File: config.mk
export PLATFORM = sky130hd
export DESIGN_NAME = normalized_xcorr_template_detector_flat
export DESIGN_NICKNAME = d
export VERILOG_FILES = /design/src/hdl/nxtd_pkg.sv /design/src/hdl/nxtd_sample_if.sv /design/src/hdl/nxtd_result_if.sv /design/src/hdl/nxtd_window_mem.sv /design/src/hdl/nxtd_isqrt.sv /design/src/hdl/nxtd_div.sv /design/src/hdl/normalized_xcorr_template_detector.sv /design/src/flat_wrapper.sv
export SDC_FILE = /design/constraint.sdc
export NUM_CORES = 2
export LEC_CHECK = 0
export BUFFER_PORTS_ARGS = -buffer_cell sky130_fd_sc_hd__buf_2
export CORE_UTILIZATION = 45
export DETAILED_ROUTE_END_ITERATION = 12
export MAX_ROUTING_LAYER = met4
export PLACE_DENSITY_LB_ADDON = 0.1
export REMOVE_ABC_BUFFERS = 1
export SLEW_MARGIN = 20
export SYNTH_ARGS = -nofsm -noshare
export SYNTH_HDL_FRONTEND = slang
export SYNTH_SLANG_ARGS = --single-unit
File: constraint.sdc
create_clock -name clk -period 21.7 [get_ports clk]
set_input_delay 2.17 -clock clk [delete_from_list [all_inputs] [get_ports clk]]
set_output_delay 2.17 -clock clk [all_outputs]
set_load 0.005 [all_outputs]
File: src/hdl/nxtd_pkg.sv
package nxtd_pkg;

	localparam int WIN_DEPTH = 32;
	localparam int TPL_COUNT = 8;

	localparam int SAMPLE_W = 12;
	localparam int COEF_W = 16;
	localparam int SCORE_W = 15;
	localparam int THR_W = 15;
	localparam int CFG_AW = 3;
	localparam int CFG_DW = 32;
	localparam logic [THR_W-1:0] THR_RESET = 15'd29491;

	// Word index of the threshold register on the configuration port.
	localparam logic CFG_IDX_THRESHOLD = 1'b0;

	localparam int ADDR_W = $clog2(WIN_DEPTH);
	localparam int LEN_W = $clog2(WIN_DEPTH + 1);
	localparam int TPL_W = (TPL_COUNT > 1) ? $clog2(TPL_COUNT) : 1;
	localparam int ROM_DEPTH = TPL_COUNT * WIN_DEPTH;
	localparam int ROM_AW = $clog2(ROM_DEPTH);

	localparam int SUM_W = SAMPLE_W + LEN_W;
	localparam int C_W = SUM_W + 1;
	localparam int SQ_W = 2 * SUM_W;
	localparam int PROD_W = C_W + COEF_W;
	localparam int DOT_W = PROD_W + LEN_W;
	localparam int E_W = SQ_W + LEN_W;
	localparam int RAD_W = E_W + 20 + (E_W % 2);
	localparam int ROOT_W = RAD_W / 2;
	localparam int NUM_W = DOT_W + 9;

	typedef logic signed [COEF_W-1:0] coef_t;
	typedef logic [LEN_W-1:0] len_t;
	typedef coef_t tpl_rom_t [ROM_DEPTH];
	typedef len_t tpl_len_arr_t [TPL_COUNT];

	typedef struct packed {
		logic busy;
		logic done;
	} unit_stat_t;

	typedef enum logic [3:0] {
		ST_IDLE,
		ST_LOAD,
		ST_SUM,
		ST_DOT,
		ST_CHECK,
		ST_SQRT,
		ST_DIV,
		ST_NEXT,
		ST_OUT
	} state_t;

	localparam int RAW_COUNT = 8;
	localparam int RAW_TOTAL = 171;

	localparam int RAW_LEN [RAW_COUNT] = '{16, 24, 18, 19, 23, 24, 26, 21};

	// Raw template taps in units of 1e-4.
	localparam int RAW_TAPS [RAW_TOTAL] = '{
		2275280, 2258890, 2193890, 1847780, 1446110, 1383330, 1729440, 2229170, 1860280,
		1433060, 1296940, 1735830, 2130830, 2226670, 2282780, 2329170,
		2388060, 2367220, 2352500, 2113330, 1413890, 1164170, 1512220, 2140280, 2390280,
		2344720, 1745560, 950000, 1220280, 1798610, 1973610, 2098060, 2146670, 2205830,
		2271940, 2294170, 2345000, 2371940, 2404720, 2425830,
		2508060, 2503610, 2451390, 2149440, 1321670, 1004170, 1587220, 2190830, 1983060,
		1066940, 1031940, 1494720, 1961940, 2195280, 2376110, 2515000, 2550000, 2550000,
		1977220, 2021390, 2071670, 1967220, 1580560, 812778, 883056, 1566110, 1843610,
		1547220, 841389, 591944, 923056, 1643060, 1958060, 2124170, 2231670, 2311390,
		2308890,
		1944440, 1989440, 2048890, 2076390, 1948610, 1450280, 908889, 966389, 1675830,
		2033330, 1810280, 831944, 803333, 1278060, 1548330, 1670560, 1801390, 1883060,
		1963330, 2121940, 2174440, 2211110, 2282500,
		1276110, 1270830, 1258890, 1264440, 1260000, 1233890, 1155280, 870000, 838889,
		1068060, 1275560, 1211390, 914444, 606111, 907778, 1102500, 1204720, 1223060,
		1245280, 1260560, 1257500, 1276670, 1293330, 1293330,
		1481110, 1495000, 1531390, 1570560, 1704720, 1778610, 1857500, 1936110, 1978890,
		1968890, 1824170, 1408890, 902500, 951944, 1381940, 1643890, 1948610, 2066110,
		2136390, 2108610, 1955000, 1536110, 1483890, 1624440, 1712220, 1739440,
		1749170, 1817220, 1892500, 1575280, 1061670, 1417500, 1563890, 1222500, 1196670,
		1421940, 1592500, 1661110, 1705000, 1739440, 1776940, 1793890, 1792500, 1792220,
		1789170, 1780560, 1773890
	};

	function automatic longint unsigned isqrt64(longint unsigned n);
		longint unsigned rem;
		longint unsigned res;
		longint unsigned bitv;
		rem = n;
		res = 0;
		bitv = 64'd1 << 62;
		for (int k = 0; k < 32; k++) begin
			if (rem >= res + bitv) begin
				rem = rem - (res + bitv);
				res = (res >> 1) + bitv;
			end else begin
				res = res >> 1;
			end
			bitv = bitv >> 2;
		end
		return res;
	endfunction

	// Shift-and-subtract quotient, used only while the tables are built.
	function automatic longint unsigned udiv64(longint unsigned num, longint unsigned den);
		longint unsigned quo;
		logic [64:0] rem;
		quo = 0;
		rem = '0;
		for (int k = 63; k >= 0; k--) begin
			rem = {rem[63:0], num[k]};
			if (rem >= {1'b0, den}) begin
				rem = rem - {1'b0, den};
				quo[k] = 1'b1;
			end
		end
		return quo;
	endfunction

	function automatic tpl_rom_t build_tpl_rom();
		tpl_rom_t rom;
		int start;
		int len;
		int first;
		longint sum;
		longint d;
		longint unsigned energy;
		longint unsigned nrm;
		longint unsigned mag;
		longint unsigned q;
		coef_t qc;
		for (int i = 0; i < ROM_DEPTH; i++) begin
			rom[i] = '0;
		end
		start = 0;
		for (int t = 0; t < RAW_COUNT; t++) begin
			if (t < TPL_COUNT) begin
				len = (RAW_LEN[t] > WIN_DEPTH) ? WIN_DEPTH : RAW_LEN[t];
				first = start + RAW_LEN[t] - len;
				sum = 0;
				energy = 0;
				for (int i = 0; i < len; i++) begin
					sum = sum + RAW_TAPS[first + i];
				end
				for (int i = 0; i < len; i++) begin
					d = longint'(len) * RAW_TAPS[first + i] - sum;
					energy = energy + longint'(d * d);
				end
				nrm = isqrt64(energy);
				for (int i = 0; i < len; i++) begin
					d = longint'(len) * RAW_TAPS[first + i] - sum;
					mag = (d < 0) ? longint'(-d) : longint'(d);
					q = 0;
					if (nrm != 0) begin
						q = udiv64(mag * 32768 + (nrm >> 1), nrm);
					end
					if (q > 32767) begin
						q = 32767;
					end
					qc = coef_t'(q[COEF_W-1:0]);
					rom[t * WIN_DEPTH + i] = (d < 0) ? -qc : qc;
				end
			end
			start = start + RAW_LEN[t];
		end
		return rom;
	endfunction

	function automatic tpl_len_arr_t build_tpl_len();
		tpl_len_arr_t lens;
		for (int t = 0; t < TPL_COUNT; t++) begin
			if (t < RAW_COUNT) begin
				lens[t] = len_t'((RAW_LEN[t] > WIN_DEPTH) ? WIN_DEPTH : RAW_LEN[t]);
			end else begin
				lens[t] = '0;
			end
		end
		return lens;
	endfunction

	localparam tpl_rom_t TPL_ROM = build_tpl_rom();
	localparam tpl_len_arr_t TPL_LEN = build_tpl_len();

endpackage

File: src/hdl/nxtd_sample_if.sv
interface nxtd_sample_if;
	import nxtd_pkg::*;

	logic valid;
	logic ready;
	logic [SAMPLE_W-1:0] sample;

	modport source (output valid, output sample, input ready);
	modport sink (input valid, input sample, output ready);
endinterface

File: src/hdl/nxtd_result_if.sv
interface nxtd_result_if;
	import nxtd_pkg::*;

	logic valid;
	logic ready;
	logic [SCORE_W-1:0] score;
	logic detected;

	modport source (output valid, output score, output detected, input ready);
	modport sink (input valid, input score, input detected, output ready);
endinterface

File: src/hdl/nxtd_window_mem.sv
module nxtd_window_mem (
	input  logic                          clk,
	input  logic                          arst_n,
	input  logic                          wr_en,
	input  logic [nxtd_pkg::ADDR_W-1:0]   wr_addr,
	input  logic [nxtd_pkg::SAMPLE_W-1:0] wr_data,
	input  logic [nxtd_pkg::ADDR_W-1:0]   rd_addr,
	output logic [nxtd_pkg::SAMPLE_W-1:0] rd_data
);
	import nxtd_pkg::*;

	logic [SAMPLE_W-1:0] mem [WIN_DEPTH];
	logic [WIN_DEPTH-1:0] written_q;
	logic [SAMPLE_W-1:0] rd_q;
	logic rd_written_q;

	always_ff @(posedge clk) begin
		if (wr_en) begin
			mem[wr_addr] <= wr_data;
		end
		rd_q <= mem[rd_addr];
	end

	// Entries never written since reset read as zero.
	always_ff @(posedge clk or negedge arst_n) begin
		if (!arst_n) begin
			written_q <= '0;
			rd_written_q <= 1'b0;
		end else begin
			if (wr_en) begin
				written_q[wr_addr] <= 1'b1;
			end
			rd_written_q <= written_q[rd_addr];
		end
	end

	assign rd_data = rd_written_q ? rd_q : '0;
endmodule

File: src/hdl/nxtd_isqrt.sv
module nxtd_isqrt (
	input  logic                        clk,
	input  logic                        arst_n,
	input  logic                        start,
	input  logic [nxtd_pkg::RAD_W-1:0]  radicand,
	output logic [nxtd_pkg::ROOT_W-1:0] root,
	output nxtd_pkg::unit_stat_t        stat
);
	import nxtd_pkg::*;

	localparam int CNT_W = $clog2(ROOT_W);

	logic [RAD_W-1:0] rem_q;
	logic [RAD_W-1:0] res_q;
	logic [RAD_W-1:0] bit_q;
	logic [CNT_W-1:0] cnt_q;
	logic busy_q;
	logic done_q;
	logic [RAD_W-1:0] trial;

	assign trial = res_q + bit_q;

	always_ff @(posedge clk or negedge arst_n) begin
		if (!arst_n) begin
			busy_q <= 1'b0;
			done_q <= 1'b0;
			cnt_q <= '0;
		end else begin
			done_q <= 1'b0;
			if (start) begin
				busy_q <= 1'b1;
				cnt_q <= CNT_W'(ROOT_W - 1);
			end else if (busy_q) begin
				cnt_q <= cnt_q - 1'b1;
				if (cnt_q == '0) begin
					busy_q <= 1'b0;
					done_q <= 1'b1;
				end
			end
		end
	end

	// One result bit per cycle, two radicand bits consumed per step.
	always_ff @(posedge clk) begin
		if (start) begin
			rem_q <= radicand;
			res_q <= '0;
			bit_q <= RAD_W'(1) << (RAD_W - 2);
		end else if (busy_q) begin
			if (rem_q >= trial) begin
				rem_q <= rem_q - trial;
				res_q <= (res_q >> 1) + bit_q;
			end else begin
				res_q <= res_q >> 1;
			end
			bit_q <= bit_q >> 2;
		end
	end

	assign root = res_q[ROOT_W-1:0];
	assign stat = '{busy: busy_q, done: done_q};
endmodule

File: src/hdl/nxtd_div.sv
module nxtd_div (
	input  logic                         clk,
	input  logic                         arst_n,
	input  logic                         start,
	input  logic [nxtd_pkg::NUM_W-1:0]   num,
	input  logic [nxtd_pkg::ROOT_W-1:0]  den,
	output logic [nxtd_pkg::SCORE_W-1:0] quot,
	output nxtd_pkg::unit_stat_t         stat
);
	import nxtd_pkg::*;

	localparam int DW = (NUM_W > ROOT_W + SCORE_W) ? NUM_W : ROOT_W + SCORE_W;
	localparam int CNT_W = $clog2(SCORE_W);

	logic [DW-1:0] rem_q;
	logic [DW-1:0] dsh_q;
	logic [SCORE_W-1:0] quot_q;
	logic [CNT_W-1:0] cnt_q;
	logic busy_q;
	logic done_q;
	logic [DW-1:0] num_x;
	logic [DW-1:0] den_x;
	logic sat;

	assign num_x = DW'(num);
	assign den_x = DW'(den);
	// A quotient that would not fit in the score saturates right away.
	assign sat = num_x >= (den_x << SCORE_W);

	always_ff @(posedge clk or negedge arst_n) begin
		if (!arst_n) begin
			busy_q <= 1'b0;
			done_q <= 1'b0;
			cnt_q <= '0;
		end else begin
			done_q <= 1'b0;
			if (start) begin
				busy_q <= !sat;
				done_q <= sat;
				cnt_q <= CNT_W'(SCORE_W - 1);
			end else if (busy_q) begin
				cnt_q <= cnt_q - 1'b1;
				if (cnt_q == '0) begin
					busy_q <= 1'b0;
					done_q <= 1'b1;
				end
			end
		end
	end

	always_ff @(posedge clk) begin
		if (start) begin
			rem_q <= num_x;
			dsh_q <= den_x << (SCORE_W - 1);
			quot_q <= sat ? '1 : '0;
		end else if (busy_q) begin
			if (rem_q >= dsh_q) begin
				rem_q <= rem_q - dsh_q;
				quot_q <= {quot_q[SCORE_W-2:0], 1'b1};
			end else begin
				quot_q <= {quot_q[SCORE_W-2:0], 1'b0};
			end
			dsh_q <= dsh_q >> 1;
		end
	end

	assign quot = quot_q;
	assign stat = '{busy: busy_q, done: done_q};
endmodule

File: src/hdl/normalized_xcorr_template_detector.sv
// Normalized cross-correlation template detector.
// samples: one 12-bit unsigned Q8.4 brightness value per beat. scores: one beat per
// sample with the best template correlation (Q0.15, floored at zero, saturated) and
// a detected flag set when that score is at least the threshold register.
// Threshold is written over the APB port at byte address 0 (reset value 29491).
// Each sample enters a 32-entry circular window memory. For every template the
// sequencer sweeps the window twice through the memory's single read port: once
// for the window sum, once for energy and dot product. A non-flat, positively
// correlated template then runs a square root and a divide; a quotient that
// saturates ends the divide early. One sample is processed at a time: samples.ready
// is high only while the sequencer is idle.
// The score sits in an output register; a stalled receiver does not stop the next
// sample from being accepted, but that sample's score waits until the previous
// one has been taken. Reset clears the window to zero, empties the output and
// restores the threshold.
module normalized_xcorr_template_detector (
	input  logic                        clk,
	input  logic                        arst_n,
	nxtd_sample_if.sink                 samples,
	nxtd_result_if.source               scores,
	input  logic                        psel,
	input  logic                        penable,
	input  logic                        pwrite,
	input  logic [nxtd_pkg::CFG_AW-1:0] paddr,
	input  logic [nxtd_pkg::CFG_DW-1:0] pwdata,
	output logic [nxtd_pkg::CFG_DW-1:0] prdata,
	output logic                        pready
);
	import nxtd_pkg::*;

	state_t state_q, state_d;

	logic [THR_W-1:0] thr_q;
	logic [ADDR_W-1:0] head_q;
	logic [TPL_W-1:0] t_q;
	len_t len_q;
	len_t j_q;
	logic [ADDR_W-1:0] addr_q;
	logic [ADDR_W-1:0] start_addr_q;
	logic [ROM_AW-1:0] rom_base_q;
	logic vld_s1, vld_s2, vld_s3;
	len_t j_s1;
	logic out_valid_q;
	logic [SCORE_W-1:0] best_q;

	logic [SUM_W-1:0] sum_q;
	logic [E_W-1:0] energy_q;
	logic signed [DOT_W-1:0] dot_q;
	logic signed [C_W-1:0] c_s2;
	coef_t q_s2;
	logic [SQ_W-1:0] sq_s3;
	logic signed [PROD_W-1:0] pr_s3;
	logic [SCORE_W-1:0] score_q;
	logic detected_q;

	logic accept;
	logic cfg_wr;
	logic issue;
	logic pass_done;
	logic rewind;
	logic load_out;
	logic sq_start;
	logic div_start;
	logic last_tpl;
	len_t cur_len;
	logic [ADDR_W:0] start_sum;
	logic [ADDR_W:0] start_wrap;
	logic [ADDR_W-1:0] addr_next;
	logic [SAMPLE_W-1:0] win_rd;
	logic [SUM_W-1:0] lw;
	logic signed [C_W-1:0] c_next;
	logic signed [2*C_W-1:0] sq_full;
	logic [ROOT_W-1:0] root;
	logic [SCORE_W-1:0] quot;
	unit_stat_t sq_stat;
	unit_stat_t div_stat;

	// Configuration port.
	assign pready = 1'b1;
	assign cfg_wr = psel && penable && pwrite && pready;
	assign prdata = (paddr[2] == CFG_IDX_THRESHOLD) ? CFG_DW'(thr_q) : '0;

	assign accept = samples.valid && samples.ready;
	assign samples.ready = (state_q == ST_IDLE);

	assign cur_len = TPL_LEN[t_q];
	assign last_tpl = (t_q == TPL_W'(TPL_COUNT - 1));
	assign issue = ((state_q == ST_SUM) || (state_q == ST_DOT)) && (j_q != len_q);
	assign pass_done = (j_q == len_q) && !vld_s1 && !vld_s2 && !vld_s3;

	// Oldest of the newest L samples sits L entries behind the write pointer.
	assign start_sum = {1'b0, head_q} + (ADDR_W + 1)'(WIN_DEPTH) - (ADDR_W + 1)'(cur_len);
	assign start_wrap = (start_sum >= (ADDR_W + 1)'(WIN_DEPTH)) ?
		start_sum - (ADDR_W + 1)'(WIN_DEPTH) : start_sum;
	assign addr_next = (addr_q == ADDR_W'(WIN_DEPTH - 1)) ? '0 : addr_q + 1'b1;

	nxtd_window_mem u_window (
		.clk     (clk),
		.arst_n  (arst_n),
		.wr_en   (accept),
		.wr_addr (head_q),
		.wr_data (samples.sample),
		.rd_addr (addr_q),
		.rd_data (win_rd)
	);

	nxtd_isqrt u_isqrt (
		.clk      (clk),
		.arst_n   (arst_n),
		.start    (sq_start),
		.radicand (RAD_W'({energy_q, 20'b0})),
		.root     (root),
		.stat     (sq_stat)
	);

	nxtd_div u_div (
		.clk    (clk),
		.arst_n (arst_n),
		.start  (div_start),
		.num    (NUM_W'({dot_q[DOT_W-2:0], 10'b0})),
		.den    (root),
		.quot   (quot),
		.stat   (div_stat)
	);

	always_comb begin
		state_d = state_q;
		unique case (state_q)
			ST_IDLE: begin
				if (accept) begin
					state_d = ST_LOAD;
				end
			end
			ST_LOAD: begin
				state_d = (cur_len == '0) ? ST_NEXT : ST_SUM;
			end
			ST_SUM: begin
				if (pass_done) begin
					state_d = ST_DOT;
				end
			end
			ST_DOT: begin
				if (pass_done) begin
					state_d = ST_CHECK;
				end
			end
			ST_CHECK: begin
				state_d = ((energy_q == '0) || (dot_q <= 0)) ? ST_NEXT : ST_SQRT;
			end
			ST_SQRT: begin
				if (sq_stat.done) begin
					state_d = ST_DIV;
				end
			end
			ST_DIV: begin
				if (div_stat.done) begin
					state_d = ST_NEXT;
				end
			end
			ST_NEXT: begin
				state_d = last_tpl ? ST_OUT : ST_LOAD;
			end
			ST_OUT: begin
				if (!out_valid_q || scores.ready) begin
					state_d = ST_IDLE;
				end
			end
			default: begin
				state_d = ST_IDLE;
			end
		endcase
	end

	always_comb begin
		rewind = (state_q == ST_SUM) && pass_done;
		sq_start = (state_q == ST_CHECK) && (energy_q != '0) && (dot_q > 0);
		div_start = (state_q == ST_SQRT) && sq_stat.done;
		load_out = (state_q == ST_OUT) && (!out_valid_q || scores.ready);
	end

	always_ff @(posedge clk or negedge arst_n) begin
		if (!arst_n) begin
			state_q <= ST_IDLE;
			thr_q <= THR_RESET;
			head_q <= '0;
			t_q <= '0;
			len_q <= '0;
			j_q <= '0;
			addr_q <= '0;
			start_addr_q <= '0;
			rom_base_q <= '0;
			vld_s1 <= 1'b0;
			vld_s2 <= 1'b0;
			vld_s3 <= 1'b0;
			out_valid_q <= 1'b0;
			best_q <= '0;
		end else begin
			state_q <= state_d;
			if (cfg_wr && (paddr[2] == CFG_IDX_THRESHOLD)) begin
				thr_q <= pwdata[THR_W-1:0];
			end
			if (accept) begin
				head_q <= (head_q == ADDR_W'(WIN_DEPTH - 1)) ? '0 : head_q + 1'b1;
				t_q <= '0;
				best_q <= '0;
				rom_base_q <= '0;
			end
			if (state_q == ST_LOAD) begin
				len_q <= cur_len;
				j_q <= '0;
				addr_q <= start_wrap[ADDR_W-1:0];
				start_addr_q <= start_wrap[ADDR_W-1:0];
			end else if (rewind) begin
				j_q <= '0;
				addr_q <= start_addr_q;
			end else if (issue) begin
				j_q <= j_q + 1'b1;
				addr_q <= addr_next;
			end
			vld_s1 <= issue;
			vld_s2 <= vld_s1 && (state_q == ST_DOT);
			vld_s3 <= vld_s2;
			if (div_stat.done && (quot > best_q)) begin
				best_q <= quot;
			end
			if ((state_q == ST_NEXT) && !last_tpl) begin
				t_q <= t_q + 1'b1;
				rom_base_q <= rom_base_q + ROM_AW'(WIN_DEPTH);
			end
			if (load_out) begin
				out_valid_q <= 1'b1;
			end else if (scores.ready) begin
				out_valid_q <= 1'b0;
			end
		end
	end

	// Centering needs the full window sum, so the second sweep forms c = L*w - sum.
	assign lw = SUM_W'(len_q) * SUM_W'(win_rd);
	assign c_next = signed'({1'b0, lw}) - signed'({1'b0, sum_q});
	assign sq_full = c_s2 * c_s2;

	always_ff @(posedge clk) begin
		j_s1 <= j_q;
		c_s2 <= c_next;
		q_s2 <= TPL_ROM[rom_base_q + ROM_AW'(j_s1)];
		sq_s3 <= sq_full[SQ_W-1:0];
		pr_s3 <= c_s2 * q_s2;
		if (state_q == ST_LOAD) begin
			sum_q <= '0;
			energy_q <= '0;
			dot_q <= '0;
		end else begin
			if ((state_q == ST_SUM) && vld_s1) begin
				sum_q <= sum_q + SUM_W'(win_rd);
			end
			if (vld_s3) begin
				energy_q <= energy_q + E_W'(sq_s3);
				dot_q <= dot_q + DOT_W'(pr_s3);
			end
		end
		if (load_out) begin
			score_q <= best_q;
			detected_q <= (best_q >= thr_q);
		end
	end

	assign scores.valid = out_valid_q;
	assign scores.score = score_q;
	assign scores.detected = detected_q;

`ifndef NO_ASSERTIONS
	a_accept_starts: assert property (@(posedge clk) disable iff (!arst_n)
		accept |=> (state_q == ST_LOAD))
		else $error("accepted sample did not start the template sweep");

	a_units_exclusive: assert property (@(posedge clk) disable iff (!arst_n)
		(state_q == ST_DIV) |-> !sq_stat.busy)
		else $error("square root still busy during divide");

	a_products_in_dot: assert property (@(posedge clk) disable iff (!arst_n)
		vld_s3 |-> (state_q == ST_DOT))
		else $error("product beat outside the dot-product sweep");

	a_out_after_sweep: assert property (@(posedge clk) disable iff (!arst_n)
		load_out |-> $past(state_q == ST_NEXT) || $past(state_q == ST_OUT))
		else $error("score loaded before all templates were visited");
`endif
endmodule
File: src/flat_wrapper.sv
// flat-port wrapper written by rule: the top's interface ports become plain ports
module normalized_xcorr_template_detector_flat import nxtd_pkg::*;
  (clk, arst_n, psel, penable, pwrite, paddr, pwdata, prdata, pready, samples_valid, samples_sample, samples_ready, scores_valid, scores_score, scores_detected, scores_ready);
  nxtd_sample_if samples_i ();
  nxtd_result_if scores_i ();
  input  logic clk;
  input  logic arst_n;
  input  logic psel;
  input  logic penable;
  input  logic pwrite;
  input  logic [nxtd_pkg::CFG_AW-1:0] paddr;
  input  logic [nxtd_pkg::CFG_DW-1:0] pwdata;
  output logic [nxtd_pkg::CFG_DW-1:0] prdata;
  output logic pready;
  input wire logic [$bits(samples_i.valid)-1:0] samples_valid;
  input wire logic [$bits(samples_i.sample)-1:0] samples_sample;
  output wire logic [$bits(samples_i.ready)-1:0] samples_ready;
  output wire logic [$bits(scores_i.valid)-1:0] scores_valid;
  output wire logic [$bits(scores_i.score)-1:0] scores_score;
  output wire logic [$bits(scores_i.detected)-1:0] scores_detected;
  input wire logic [$bits(scores_i.ready)-1:0] scores_ready;
  assign samples_i.valid = samples_valid;
  assign samples_i.sample = samples_sample;
  assign samples_ready = samples_i.ready;
  assign scores_valid = scores_i.valid;
  assign scores_score = scores_i.score;
  assign scores_detected = scores_i.detected;
  assign scores_i.ready = scores_ready;
  normalized_xcorr_template_detector u_core (.clk(clk), .arst_n(arst_n), .samples(samples_i), .scores(scores_i), .psel(psel), .penable(penable), .pwrite(pwrite), .paddr(paddr), .pwdata(pwdata), .prdata(prdata), .pready(pready));
endmodule
==> impl_metrics.json <==
{
  "fin_crit_ns": 7.71,
  "port_buffers": 67,
  "cts_max_level": 3,
  "io-pin-count": 105,
  "dp_cells": 10400,
  "drt_iter0_markers": 3994,
  "cts_resized": 0,
  "syn_area_mm2": 0.0819,
  "period_share": 0.355,
  "synthFlopType": "edfxtp_1",
  "die_w_um": 429,
  "final_cells": 10600,
  "startpoint_type": "flop",
  "avgSynthCellArea_um2": 9.91,
  "drtPass1Iterations": 5,
  "cp_common_cell": "fa_1",
  "synth_edf_count": 528,
  "worstPathCellList": "buf_4, inv_1, nor2_1, inv_1, fa_1, fa_1, fa_1, inv_1, fa_1, fa_1, fa_1, fa_1, ha_1, a21o_1, a21o_1, a221oi_1, o21ai_0, or3_1, o21ai_1, o2111ai_1, a21oi_1, o21ai_0, a21oi_1, xnor2_1",
  "via_per_inst": 5.60,
  "met2_wirelength_mm": 108,
  "grt.total_usage": 0.252,
  "m1WireLength_mm": 102,
  "seq_area_frac_synth": 0.317,
  "clkLatencyLatePin_ns": 0.79,
  "crit_type": "reg2reg",
  "clockBufferDepth": 3,
  "clock-skew-final_ns": 0.0463,
  "min_path_type": "reg2reg",
  "yosys-top-cells-area": "edfxtp_1 19%, fa_1 17%, ha_1 9.3%, dfxtp_1 8.8%, inv_1 4.7%",
  "holdWs_ns": 0.370,
  "nNetsFinal": 9491,
  "clockRootBuffer": "clkbuf_16",
  "grt_pass1_vias": 60100,
  "cts_buffers": 113,
  "cts_post_setup_buffers_inserted": 0,
  "initial_core_util": 0.453,
  "r2r-start": "u_core.c_s2[5]$_DFF_P_",
  "hold_start": "u_core.vld_s2$_DFF_PN0_",
  "cp_max_fo": 33,
  "ant_nets": 0,
  "cts_tree": "yes",
  "grt_pass1_wl_mm": 352,
  "worstSetupEndpointType": "flop",
  "synth_top_cell_by_area": "edfxtp_1",
  "synth_compound_area_frac": 0.130,
  "met3_length_mm": 8.15,
  "numClockSinks": 1005,
  "drive_gt1_frac": 0.0791,
  "wl_per_cell_um": 21.2,
  "setup_viol": 0,
  "setup_tns_ns": 0,
  "cts_hold_buf": 0,
  "synth_warnings": 0,
  "ys_async_sr_fraction": 0.115,
  "place_area_mm2": 0.0844,
  "drc": 0,
  "synth_top_area_share": 0.194,
  "tightest_slew_ns": 1.11,
  "hold_viol": 0,
  "row_count": 156,
  "rsz0062_at_grt": "no",
  "muxShareOfSynthArea": 0.0585,
  "max_cap_violations": 0,
  "dp_hpwl_mm": 164,
  "crit_path_top_delay_cell": "fa_1",
  "place.gp.congestion": 0.939,
  "synthCells": 8265,
  "ys_seq_elements": 1005,
  "grt-ovfl-total": 0,
  "fmax_mhz": 130,
  "antenna_found_initial": 1,
  "synthAdderAreaFrac": 0.259,
  "clk_pin_slew_worst_paths_ns": 0.06,
  "cp_data_arrival_time_ns": 8.39,
  "routed_wl_mm": 225,
  "diodes": 0,
  "slew_viol_final": 0,
  "ys_types": 97,
  "status": "finished clean",
  "vias": 59400,
  "core_area_mm2": 0.181,
  "max-slew-margin-rel": 0.258,
  "die_area_mm2": 0.184,
  "grt_start_max_net_pins": 84,
  "design_area_mm2": 0.0882,
  "synthXorXnorAreaFrac": 0.0434,
  "syn_to_final_growth_pct": 7.71,
  "synth_top_family_by_area": "adder cells",
  "max_stage_delay_ns": 0.55,
  "yosys.area_share.simple": 0.125,
  "worstPathRequired_ns": 22.38,
  "crit_start": "u_core.c_s2[5]$_DFF_P_",
  "fp.dieH_um": 429,
  "top_layer": "met4"
}
==> final timing paths <==
| kind | slack [ns] | to | depth (start not counted) |
|---|---|---|---|
| min reg2reg | 0.37 | u_core.vld_s3$_DFF_PN0_ | 0 |
| min | 0.37 | u_core.vld_s3$_DFF_PN0_ | 0 |
| min in group asynchronous | 1.37 | u_core.thr_q[3]$_DFFE_PN0P_ | 1 |
| max reg2reg | 13.99 | u_core.sq_s3[35]$_DFF_P_ | 24 |
| max in group asynchronous | 18.97 | u_core.vld_s3$_DFF_PN0_ | 2 |
| max | 13.99 | u_core.sq_s3[35]$_DFF_P_ | 24 |
==> placed cells by master, fill, tap and decap left out, types with 130 or more instances in the layout <==
cell type  count
mux4_2       130
nor2_1       545
and2_1       200
a21oi_1      461
dfxtp_1      358
edfxtp_1     528
xnor2_1      274
ha_1         612
o21ai_0      349
fa_1         676
inv_1       1015
a21o_1       149
nand2_1      711
mux2i_1      130
xor2_1       132
==> synthesized netlist by cell type (79+ instances only) <==
library cell	number
nand2b_1	79
mux2i_1	130
xor2_1	132
nand2_1	711
inv_1	1015
clkbuf_1	319
fa_1	676
a31oi_1	85
dfxtp_1	361
nor3_1	97
and3_1	88
a211oi_1	89
a22o_1	84
a21o_1	149
ha_1	612
dfrtp_1	107
nor2_1	579
mux4_2	130
and2_1	201
a21oi_1	461
edfxtp_1	528
xnor2_1	274
nand3_1	126
o21ai_0	349
==> kinds of logic after synthesis <==
logic type,count (synthesis)
compound gates,1652
xor+xnor,406
buf+inv,1415
flops,1005
simple gates,2187
mux,310
fa+ha+maj,1288
other cells,2
==> sequential cells by signal, indices dropped and copies added (netlist names), 41 cells and up <==
name and flops:
u_core.u_window.mem 384, u_core.u_isqrt.rem_q 62, u_core.u_isqrt.res_q 62, u_core.u_div.rem_q 50
u_core.u_div.dsh_q 45, u_core.energy_q 42, u_core.dot_q 41
==> per-stage QoR <==
step           setup WS (ns)   util
2_1_floorplan          13.36      -
3_3_place_gp           13.96  0.467
3_5_place_dp           13.95  0.467
4_1_cts                13.91  0.488
5_1_grt                13.48  0.488
6_report               13.99  0.488
==> metal layers <==
layer | track usage | vias up
met5 | - | -
met4 | 0.0749 | 0
met3 | 0.0231 | 335
met2 | 0.414 | 1172
met1 | 0.333 | 29700
li1 | - | 28200
==> area by class of cell <==
class                      count  area [um^2]
inverter                    1020         3830
timing repair buffer         148          962
multi-input combinational   5861        50700
tap                         2370         2970
clock inverter                60          704
clock buffer                 150         3060
sequential                  1005        26000
fill                       16900        92500
==> critical path: cells and delay by family (launching register included) <==
family                     cells  cell delay (ns)
AOI/OAI and AO/OA              9             1.96
xor gates and xnor gates       1             0.13
adders and majority gates      8             3.71
buffers and inverters          4             0.84
DFF                            1             0.30
and+or+nand+nor                2             0.64
Power is not shown: default switching activity piles up to over one toggle a cycle in this logic, so the estimate is an artifact.
